<file path="src/design/tqla_pkg.sv">
package tqla_pkg;

  localparam int RATE_SHIFT = 16;
  localparam int RATE_HALF = 32768;
  localparam int RATE_W = 17;
  localparam logic [RATE_W-1:0] RATE_ONE = 17'h10000;

  localparam int CFG_IDX_W = 3;
  localparam logic [CFG_IDX_W-1:0] CFG_LEARN_RATE = 3'd0;
  localparam logic [CFG_IDX_W-1:0] CFG_DISCOUNT = 3'd1;
  localparam logic [CFG_IDX_W-1:0] CFG_EXPLORE_RATE = 3'd2;
  localparam logic [CFG_IDX_W-1:0] CFG_REWARD_TABLE = 3'd3;
  localparam logic [CFG_IDX_W-1:0] CFG_START_STATE = 3'd4;
  localparam logic [CFG_IDX_W-1:0] CFG_START_ACTION = 3'd5;

  localparam logic [RATE_W-1:0] LEARN_RATE_RST = 17'd6554;
  localparam logic [RATE_W-1:0] DISCOUNT_RST = 17'd58982;
  localparam logic [RATE_W-1:0] EXPLORE_RATE_RST = 17'd655;
  localparam logic [31:0] REWARD_TABLE_RST = 32'hFDFF0103;
  localparam logic [1:0] START_STATE_RST = 2'd2;
  localparam logic START_ACTION_RST = 1'b0;

  localparam int STEP_W = 4;

  localparam logic [1:0] MUL_NONE = 2'd0;
  localparam logic [1:0] MUL_GQ = 2'd1;
  localparam logic [1:0] MUL_TAKEN = 2'd2;
  localparam logic [1:0] MUL_OTHER = 2'd3;

  localparam logic [1:0] WR_NONE = 2'd0;
  localparam logic [1:0] WR_TAKEN = 2'd1;
  localparam logic [1:0] WR_OTHER = 2'd2;

  localparam logic JMP_NEXT = 1'b0;
  localparam logic JMP_END_WHEN_FREE = 1'b1;

  localparam logic [STEP_W-1:0] STEP_DECIDE = 4'd8;

  typedef struct packed {
    logic rd_en;
    logic rd_cur;
    logic [1:0] mul_op;
    logic ld_gq;
    logic ld_tgt;
    logic [1:0] wr_op;
    logic upd_state;
    logic jmp;
    logic [STEP_W-1:0] jmp_step;
  } ctrl_t;

  function automatic ctrl_t ucode(input logic [STEP_W-1:0] step);
    ctrl_t c;
    c = '0;
    case (step)
      4'd0: begin
        c.rd_en = 1'b1;
      end
      4'd1: begin
        c.mul_op = MUL_GQ;
        c.rd_en = 1'b1;
        c.rd_cur = 1'b1;
      end
      4'd2: begin
        c.ld_gq = 1'b1;
      end
      4'd3: begin
        c.ld_tgt = 1'b1;
      end
      4'd4: begin
        c.mul_op = MUL_TAKEN;
      end
      4'd5: begin
        c.wr_op = WR_TAKEN;
        c.mul_op = MUL_OTHER;
      end
      4'd6: begin
        c.wr_op = WR_OTHER;
        c.upd_state = 1'b1;
      end
      4'd7: begin
        c.rd_en = 1'b1;
      end
      STEP_DECIDE: begin
        c.jmp = JMP_END_WHEN_FREE;
        c.jmp_step = STEP_DECIDE;
      end
      default: begin
        c.jmp = JMP_END_WHEN_FREE;
        c.jmp_step = STEP_DECIDE;
      end
    endcase
    return c;
  endfunction

endpackage

</file>
<file path="src/design/tabular_q_learning_agent.sv">
// Tabular Q-learning agent, 4 states by 2 actions, epsilon-greedy choice.
// Input channel (in_valid / in_stall): outcome, rand_fraction, rand_bit.
//   A request is taken when in_valid is high and in_stall is low.
// Output channel (out_valid / out_stall): next_action, new_state, explored,
//   saturated. One result per request, held while out_stall is high.
// Config channel (cfg_valid / cfg_ready, cfg_index, cfg_data): write only
//   while no request is in flight; cfg_ready is always high.
// Timing: in_stall stays high from the request edge until out_valid rises,
//   so no new request is taken while the 9-step control program runs one
//   shared 18-bit by (VALUE_WIDTH+1)-bit multiplier and the Q memory
//   through each update.
// If out_stall holds the previous result, the program waits on its last step
//   until the output register frees up; a new request is taken meanwhile only
//   once the program has finished.
// Reset clears the Q table, loads the register defaults, current state 2 and
//   action 0, and empties the output register.
module tabular_q_learning_agent #(
  parameter int VALUE_WIDTH = 32,
  parameter int FRACTION_BITS = 16
) (
  input  logic clk,
  input  logic rst,
  input  logic in_valid,
  output logic in_stall,
  input  logic [1:0] outcome,
  input  logic [15:0] rand_fraction,
  input  logic rand_bit,
  output logic out_valid,
  input  logic out_stall,
  output logic next_action,
  output logic [1:0] new_state,
  output logic explored,
  output logic saturated,
  input  logic cfg_valid,
  output logic cfg_ready,
  input  logic [tqla_pkg::CFG_IDX_W-1:0] cfg_index,
  input  logic [31:0] cfg_data
);

  localparam int VW = VALUE_WIDTH;
  localparam int FB = FRACTION_BITS;
  localparam int PW = VW + 19;
  localparam int RW = PW - tqla_pkg::RATE_SHIFT;
  localparam int TW = ((VW > FB + 8) ? VW : FB + 8) + 2;
  localparam logic signed [TW-1:0] QMAX_T = (TW'(1) << (VW - 1)) - TW'(1);
  localparam logic signed [TW-1:0] QMIN_T = -QMAX_T - TW'(1);

  logic [tqla_pkg::RATE_W-1:0] learn_rate;
  logic [tqla_pkg::RATE_W-1:0] discount;
  logic [tqla_pkg::RATE_W-1:0] explore_rate;
  logic [31:0] reward_table;
  logic [1:0] cur_state;
  logic cur_action;

  logic busy;
  logic [tqla_pkg::STEP_W-1:0] step;
  tqla_pkg::ctrl_t c;

  logic [1:0] outc;
  logic [15:0] frac;
  logic rbit;

  logic [VW-1:0] qmem [8];
  logic [7:0] qvalid;
  logic signed [VW-1:0] rd_a;
  logic signed [VW-1:0] rd_b;
  logic [2:0] ra_addr;
  logic [2:0] rb_addr;
  logic [2:0] wr_addr;
  logic wr_en;
  logic [VW-1:0] wr_data;

  logic signed [VW-1:0] maxq;
  logic signed [17:0] mul_rate;
  logic signed [VW:0] mul_val;
  logic signed [PW-1:0] prod;
  logic signed [PW-1:0] prod_r;
  logic signed [RW-1:0] rnd;
  logic signed [VW-1:0] old_sel;
  logic signed [RW-1:0] bsum;
  logic signed [VW-1:0] gq;
  logic signed [VW-1:0] target;
  logic sat;

  logic signed [7:0] reward;
  logic signed [TW-1:0] tsum;
  logic sat_hi;
  logic sat_lo;

  logic [tqla_pkg::RATE_W-1:0] cfg_rate;
  logic out_free;
  logic finish;
  logic explore;
  logic act;

  assign c = tqla_pkg::ucode(step);
  assign cfg_ready = 1'b1;
  assign in_stall = busy;
  assign out_free = !out_valid || !out_stall;
  assign finish = busy && (c.jmp == tqla_pkg::JMP_END_WHEN_FREE) && out_free;

  assign cfg_rate = (cfg_data[16:0] > tqla_pkg::RATE_ONE) ? tqla_pkg::RATE_ONE
                                                         : cfg_data[16:0];

  always_comb begin
    if (c.rd_cur) begin
      ra_addr = {cur_state, cur_action};
      rb_addr = {cur_state, ~cur_action};
    end else begin
      ra_addr = {outc, 1'b0};
      rb_addr = {outc, 1'b1};
    end
  end

  assign maxq = (rd_a > rd_b) ? rd_a : rd_b;

  always_comb begin
    case (c.mul_op)
      tqla_pkg::MUL_GQ: begin
        mul_rate = {1'b0, discount};
        mul_val = (VW + 1)'(maxq);
      end
      tqla_pkg::MUL_TAKEN: begin
        mul_rate = {1'b0, learn_rate};
        mul_val = (VW + 1)'(target) - (VW + 1)'(rd_a);
      end
      tqla_pkg::MUL_OTHER: begin
        mul_rate = {1'b0, learn_rate};
        mul_val = (VW + 1)'(gq) - (VW + 1)'(rd_b);
      end
      default: begin
        mul_rate = '0;
        mul_val = '0;
      end
    endcase
  end

  assign prod_r = prod + PW'(tqla_pkg::RATE_HALF);
  assign rnd = prod_r[PW-1:tqla_pkg::RATE_SHIFT];
  assign old_sel = (c.wr_op == tqla_pkg::WR_TAKEN) ? rd_a : rd_b;
  assign bsum = RW'(old_sel) + rnd;
  assign wr_data = bsum[VW-1:0];
  assign wr_en = busy && (c.wr_op != tqla_pkg::WR_NONE);
  assign wr_addr = (c.wr_op == tqla_pkg::WR_TAKEN) ? {cur_state, cur_action}
                                                   : {cur_state, ~cur_action};

  assign reward = reward_table[{outc, 3'b000} +: 8];
  assign tsum = (TW'(reward) <<< FB) + TW'(gq);
  assign sat_hi = tsum > QMAX_T;
  assign sat_lo = tsum < QMIN_T;

  assign explore = (rd_a == rd_b) || ({1'b0, frac} < explore_rate);
  assign act = explore ? rbit : ((rd_a > rd_b) ? 1'b0 : 1'b1);

  always_ff @(posedge clk) begin
    if (wr_en) begin
      qmem[wr_addr] <= wr_data;
    end
    if (busy && c.rd_en) begin
      rd_a <= qvalid[ra_addr] ? qmem[ra_addr] : '0;
      rd_b <= qvalid[rb_addr] ? qmem[rb_addr] : '0;
    end
    if (busy && (c.mul_op != tqla_pkg::MUL_NONE)) begin
      prod <= mul_rate * mul_val;
    end
    if (busy && c.ld_gq) begin
      gq <= rnd[VW-1:0];
    end
    if (busy && c.ld_tgt) begin
      target <= sat_hi ? QMAX_T[VW-1:0] : (sat_lo ? QMIN_T[VW-1:0] : tsum[VW-1:0]);
      sat <= sat_hi || sat_lo;
    end
    if (in_valid && !busy) begin
      outc <= outcome;
      frac <= rand_fraction;
      rbit <= rand_bit;
    end
    if (finish) begin
      next_action <= act;
      new_state <= cur_state;
      explored <= explore;
      saturated <= sat;
    end
  end

  always_ff @(posedge clk) begin
    if (rst) begin
      learn_rate <= tqla_pkg::LEARN_RATE_RST;
      discount <= tqla_pkg::DISCOUNT_RST;
      explore_rate <= tqla_pkg::EXPLORE_RATE_RST;
      reward_table <= tqla_pkg::REWARD_TABLE_RST;
      cur_state <= tqla_pkg::START_STATE_RST;
      cur_action <= tqla_pkg::START_ACTION_RST;
      qvalid <= '0;
      busy <= 1'b0;
      step <= '0;
      out_valid <= 1'b0;
    end else begin
      if (cfg_valid && cfg_ready) begin
        case (cfg_index)
          tqla_pkg::CFG_LEARN_RATE: learn_rate <= cfg_rate;
          tqla_pkg::CFG_DISCOUNT: discount <= cfg_rate;
          tqla_pkg::CFG_EXPLORE_RATE: explore_rate <= cfg_rate;
          tqla_pkg::CFG_REWARD_TABLE: reward_table <= cfg_data;
          tqla_pkg::CFG_START_STATE: cur_state <= cfg_data[1:0];
          tqla_pkg::CFG_START_ACTION: cur_action <= cfg_data[0];
          default: begin
          end
        endcase
      end
      if (wr_en) begin
        qvalid[wr_addr] <= 1'b1;
      end
      if (finish) begin
        out_valid <= 1'b1;
      end else if (out_valid && !out_stall) begin
        out_valid <= 1'b0;
      end
      if (busy) begin
        if (c.upd_state) begin
          cur_state <= outc;
        end
        case (c.jmp)
          tqla_pkg::JMP_NEXT: step <= step + 1'b1;
          tqla_pkg::JMP_END_WHEN_FREE: begin
            if (out_free) begin
              busy <= 1'b0;
              step <= '0;
              cur_action <= act;
            end else begin
              step <= c.jmp_step;
            end
          end
          default: step <= c.jmp_step;
        endcase
      end else if (in_valid) begin
        busy <= 1'b1;
        step <= '0;
      end
    end
  end

endmodule

</file>
<file path="config.mk">
export PLATFORM = sky130hd
export DESIGN_NAME = tabular_q_learning_agent
export DESIGN_NICKNAME = d
export VERILOG_FILES = /design/src/design/tqla_pkg.sv /design/src/design/tabular_q_learning_agent.sv
export SDC_FILE = /design/constraint.sdc
export NUM_CORES = 2
export LEC_CHECK = 0
export ABC_AREA = 1
export BUFFER_PORTS_ARGS = -buffer_cell sky130_fd_sc_hd__buf_2
export CORE_ASPECT_RATIO = 1.4
export CORE_MARGIN = 2
export CORE_UTILIZATION = 70
export DETAILED_ROUTE_END_ITERATION = 7
export PLACE_DENSITY = 0.87
export SLEW_MARGIN = 10
export SYNTH_ARGS = -nofsm -noshare
export SYNTH_HDL_FRONTEND = slang
export SYNTH_SLANG_ARGS = --single-unit
</file>
<file path="constraint.sdc">
create_clock -name clk -period 20.4 [get_ports clk]
set_input_delay 1.02 -clock clk [delete_from_list [all_inputs] [get_ports clk]]
set_output_delay 1.02 -clock clk [all_outputs]
set_load 0.01 [all_outputs]
</file>
# ---- Word-level counts from Yosys, hierarchy flattened
# Memories as Yosys holds them, arrays and structs flattened. A register that Yosys moved wholly into a read port is not among the register bits.
# Index checks and enable logic that the tools add are counted.
dict set report totals {
  n_memories 1
  output_inout_bits 8
  wordCells 136
  input_bits 59
  regBits 237
  ramBits 256
}
# memory words word_bits read_ports rd_clocked_by_memory_dff wr line
set mem_list {}
lappend mem_list {qmem 8 32 2 2 1 tabular_q_learning_agent.sv:63} ;# logic [VW-1:0] qmem [8];
dict set report op_classes {
  bitwise_logic 3
  reduce_logical 31
  multipliers 1
  mux 46
  n_eq_ne 17
  n_addsub 6
  shift 1
  order_cmp 9
}
# op n
set op_table {}
lappend op_table {{33-bit case mux with 3 select lines} 1}
lappend op_table {{32-bit 2-to-1 mux} 3}
lappend op_table {{32-bit by 32-bit subtractor with 33-bit output} 2}
lappend op_table {{48-bit by 17-bit adder with 48-bit output (second input constant)} 1}
lappend op_table {{18-bit by 33-bit multiplier with 48-bit output} 1}
lappend op_table {{17-bit case mux with 2 select lines} 1}
lappend op_table {{24-bit by 32-bit adder with 33-bit output} 1}
lappend op_table {{33-bit by 32-bit greater-than comparator with 1-bit output (second input constant)} 1}
lappend op_table {{33-bit by 32-bit < comparator with 1-bit output (second input constant)} 1}
lappend op_table {{32-bit adder} 1}
lappend op_table {{32-bit equality test} 1}
lappend op_table {{32-bit greater-than comparator} 1}
lappend op_table {{32-bit by 6-bit variable part select with 8-bit output} 1}
lappend op_table {{1-bit 2-to-1 mux} 24}
lappend op_table {{17-bit greater-than comparator (second input constant)} 1}
lappend op_table {{16-bit by 17-bit < comparator with 1-bit output} 1}
lappend op_table {{17-bit 2-to-1 mux} 1}
lappend op_table {{4-bit by 3-bit equality test with 1-bit output (second input constant)} 4}
lappend op_table {{3-bit by 4-bit < comparator with 1-bit output (second input constant)} 3}
lappend op_table {{4-bit 2-to-1 mux} 3}
lappend op_table {{1-bit logical AND} 10}
lappend op_table {{4-bit by 2-bit equality test with 1-bit output (second input constant)} 2}
lappend op_table {{2-bit 2-to-1 mux} 4}
lappend op_table {{8-bit bitwise OR} 1}
lappend op_table {{other kinds (25)} 44}

# ---- Depth between registers and ports, before layout
dict set report depth {
  ltp_word 9
  depth_mapped 49
  depth_no_buf 49
}

# ---- Worst setup path before layout
# Ideal clock, no wire load.
dict set report synth_path {
  path_kind {register to register}
  from {reg gq[0]}
  to {reg prod[47], data pin}
  path_buffers 1
  slack_ns 13.066
  setup_time_ns 0.249
  synth_period_minus_slack_ns 7.334
  stages_incl_launch_ff 43
  required_ns 20.151
  t_arrival_ns 7.085
  cell_sequence {edfxtp_1 > inv_1 > ha_1 > inv_1 > fa_1 > nand2_1 > nand2_1 > o21ai_1 > o21ai_2 > nand2_1 > nand2_1 > nand2_1 > nand2_1 > nand2_1 > nand3_1 > nand2_1 > inv_1 > nand2_1 > [7 not listed] > fa_1 > fa_1 > fa_1 > inv_1 > fa_1 > inv_1 > ha_1 > a21oi_1 > o21ai_0 > a311oi_1 > nand3_1 > a21o_1 > inv_1 > nand2_1 > nand2_1 > nand2_1 > nand2_1 > inv_1}
}
dict set report synth_via {
  elab_chain_len 3
}
# item line
set synth_rtl {}
lappend synth_rtl {{start: declaration} tabular_q_learning_agent.sv:81} ;# logic signed [VW-1:0] gq;
lappend synth_rtl {{start signal: assignment} tabular_q_learning_agent.sv:167} ;# gq <= rnd[VW-1:0];
lappend synth_rtl {{32-bit by 32-bit subtractor with 33-bit output} tabular_q_learning_agent.sv:129} ;# mul_val = (VW + 1)'(gq) - (VW + 1)'(rd_b);
lappend synth_rtl {{33-bit case mux with 3 select lines} tabular_q_learning_agent.sv:118} ;# case (c.mul_op)
lappend synth_rtl {{18-bit by 33-bit multiplier with 48-bit output} tabular_q_learning_agent.sv:164} ;# prod <= mul_rate * mul_val;
lappend synth_rtl {{end signal: assignment} tabular_q_learning_agent.sv:164}
lappend synth_rtl {{end: declaration} tabular_q_learning_agent.sv:76} ;# logic signed [PW-1:0] prod;
# Every way passes these cells.
# A chain may end at the register's enable or synchronous reset.

# ---- Final worst setup path
dict set report layout_path {
  from {reg rd_b[13] (read register of qmem)}
  to {reg prod[41], data pin}
}
dict set report layout_via {
  elab_chain_len 4
  elab_cells_between_ends 5
  classes_between {add/sub (1); mul (1); order compare (1); mux (2)}
}
# item line
set layout_rtl {}
lappend layout_rtl {{start: declaration} tabular_q_learning_agent.sv:66} ;# logic signed [VW-1:0] rd_b;
lappend layout_rtl {{32-bit greater-than comparator} tabular_q_learning_agent.sv:115} ;# assign maxq = (rd_a > rd_b) ? rd_a : rd_b;
lappend layout_rtl {{32-bit 2-to-1 mux} tabular_q_learning_agent.sv:115}
lappend layout_rtl {{33-bit case mux with 3 select lines *} tabular_q_learning_agent.sv:118}
lappend layout_rtl {{18-bit by 33-bit multiplier with 48-bit output *} tabular_q_learning_agent.sv:164}
# Mark *: on every way between the ends. The rest lies on a longest branch, timed or not.

==> flow_summary.toml <==
[run_status]
status = "finished clean"

[clocking]
cts_resized = 0
hold_buffers = 0
cts_num_sinks = 542
cts_root_buf = "clkbuf_16"
cts.htree.levels = 2
path_clk_slew_ns = 0.07
post_cts_buffers = 0
insertion_delay_ns = 0.62
cts_buffer_depth = 3
cts_buffers = 49
cts_tree = "yes"

[floorplan]
start_util_pct = 70.56
die_y_um = 321.4
fp.dieArea_mm2 = 0.07417
core_area_mm2 = 0.07141
ios = 67
die_x_um = 230.7
rows = 116

[worst_setup_path]
cp_max_fo = 40
cpMaxStageDelayCell = "inv_2"
critPathMaxStageDelay_ns = 0.69
ff2ff_path_depth = 35
required_ns = 20.77
start_kind = "register"
arrival_ns = 10.32
endpoint_kind = "register"
crit_type = "reg -> reg"
path_common_cell = "nand2_1"

[grt]
gr-usage-all-layers_pct = 41.76
antenna_found_initial = 0
grt_pass1_wl_um = 237000
grt-ovfl-total = 0
grt_pass1_vias = 43570
grt_max_degree = 326

[place]
place_congestion = 1.042
dp_cells = 6933
place_hpwl_um = 115300
portBuffers = 65

[sta]
hold_slack_ns = 0.4586
hold_viol = 0
max_slew.worst_pin.slew_ns = 1.204
rsz0062_at_grt = "false"
maxSlewHeadroom_pct = 19.71
fin_tns_setup_ns = 0
min_period_ns = 9.947
fmax_ghz = 0.1005
maxSlewViolCount = 0
setup_violations = 0
fin_skew_ns = 0.03655
fin_crit_sh_pct = 48.76

[synthesis]
synthTopCellsByArea = "edfxtp_1, fa_1, nand2_1"
synth_top_cell_by_area = "edfxtp_1"
yosysTopAreaCellShare_pct = 26.34
ys_ff_latch = 542
yosysWarnings = 0
syn-instance-count = 6116
seq_area_frac_synth_pct = 30.32
synth_flop_cell = "edfxtp_1"
ys_types = 64
synth_most_common_cell = "nand2_1"
synth-edff-count = 442
syn_area_per_cell_um2 = 8.238
synthArstFlopShare_pct = 0
syn_nets = 6966
syn_area_mm2 = 0.05038
synth_common_cells = "nand2_1, inv_1, o21ai_0, fa_1, nor2_1"

[drt]
drc_errors = 0
vias_per_cell = 6.076
routedWlPerCell_um = 21.58
dr.pass1.iters = 6
route.final.wire_length_um = 151400
vias = 42640
drt_iter0_drc = 4831
drtAntennaViolNets = 0

[finish]
regArea_mm2 = 0.01527
fin_nets = 6890
drive_gt1_share_pct = 5.186
syn_to_final_growth_pct = 5.337
nFillCells = 5326
antenna_cells = 0
final_cells = 7018
multi_input_area_mm2 = 0.02997

[hold_path]
holdPathStages = 0
hp-class = "reg -> reg"

[power_and_ir_drop]
p_per_area_mw_per_mm2 = 62.51
peakVddDrop_mv = 0.1022
leakagePower_nw = 24.28

[job]
cap_violations = 0
-- per-stage QoR --
stage | cell area (um^2) | util, % | setup slack [ns] | power [mW]
2_1_floorplan | 50380 | - | 13.07 | 2.026
3_3_place_gp | 51490 | 72.11 | 10.70 | 2.343
3_5_place_dp | 51490 | 72.11 | 10.66 | 2.359
4_1_cts | 53070 | 74.32 | 10.64 | 3.289
5_1_grt | 53070 | 74.32 | 9.965 | 3.453
6_report | 53070 | 74.32 | 10.45 | 3.317
-- sequential cells by signal (all words and copies together) (netlist names), 32 cells and up --
| register | cells |
|---|---|
| gq | 32 |
| rd_b | 32 |
| reward_table | 32 |
| rd_a | 32 |
| prod | 33 |
| target | 32 |
| qmem | 256 |
-- cell type report --
cell class,count,area share (%)
Clock inverter,29,0.5116
Timing Repair Buffer,125,1.509
Tap cell,944,2.226
Sequential cell,542,28.78
Clock buffer,56,2.459
Inverter,1134,8.039
Multi-Input combinational cell,4188,56.47
-- where the power goes --
part	switching (mW)	leakage, nW	internal, mW
Sequential	0.0237	4.85	1.29
Clock	0.431	0.772	0.511
Combinational	0.764	18.7	0.292
Total	1.22	24.3	2.10
-- worst paths after layout --
check	start	end	slack (ns)
worst min-delay path	sat	saturated	0.46
worst min register to register	sat	saturated	0.46
worst max-delay path	rd_b[13]	prod[41]	10.45
worst max register to register	rd_b[13]	prod[41]	10.45
-- critical path: cells and delay by family, from the launching register on --
kind	cells	cell delay, ns
flops	1	0.44
compound gates	7	1.78
simple gates	12	2.22
fa+ha+maj	8	3.68
buf+inv	7	1.48
xor+xnor	1	0.09
-- placed cells by master (no fill, tap or decap), types with 51 or more instances in the layout --
cell type	netlist	routed
a21oi_1	380	379
buf_2	73	65
buf_4	5	58
clkbuf_16	0	51
dfxtp_1	100	100
edfxtp_1	442	442
fa_1	518	518
ha_1	273	273
inv_1	1104	1102
nand2_1	1220	1219
nand3_1	99	99
nor2_1	489	477
nor3_1	160	158
o21ai_0	596	596
o21ai_1	69	68
xor2_1	85	85
-- per-layer routing --
layer | vias up | wire, um | track usage, %
met1 | 20290 | 50610 | 46.22
met4 | 0 | 14120 | 32.50
met5 | - | 0 | 0
li1 | 19340 | - | -
met3 | 692 | 13020 | 7.181
met2 | 2327 | 73690 | 71.45
-- cell families (layout without fill, tap and decap cells) --
logic type      Yosys count  count (layout)  share of synthesized area (%)
buf+inv                1386            1344                          10.57
fa+ha+maj               791             791                          27.36
simple gates           2053            2053                          16.59
compound gates         1213            1213                          12.89
xor+xnor                130             130                          2.260
flops                   542             542                          30.32
other cells               1               1                       0.007443
(Power assumes the default switching activity.)
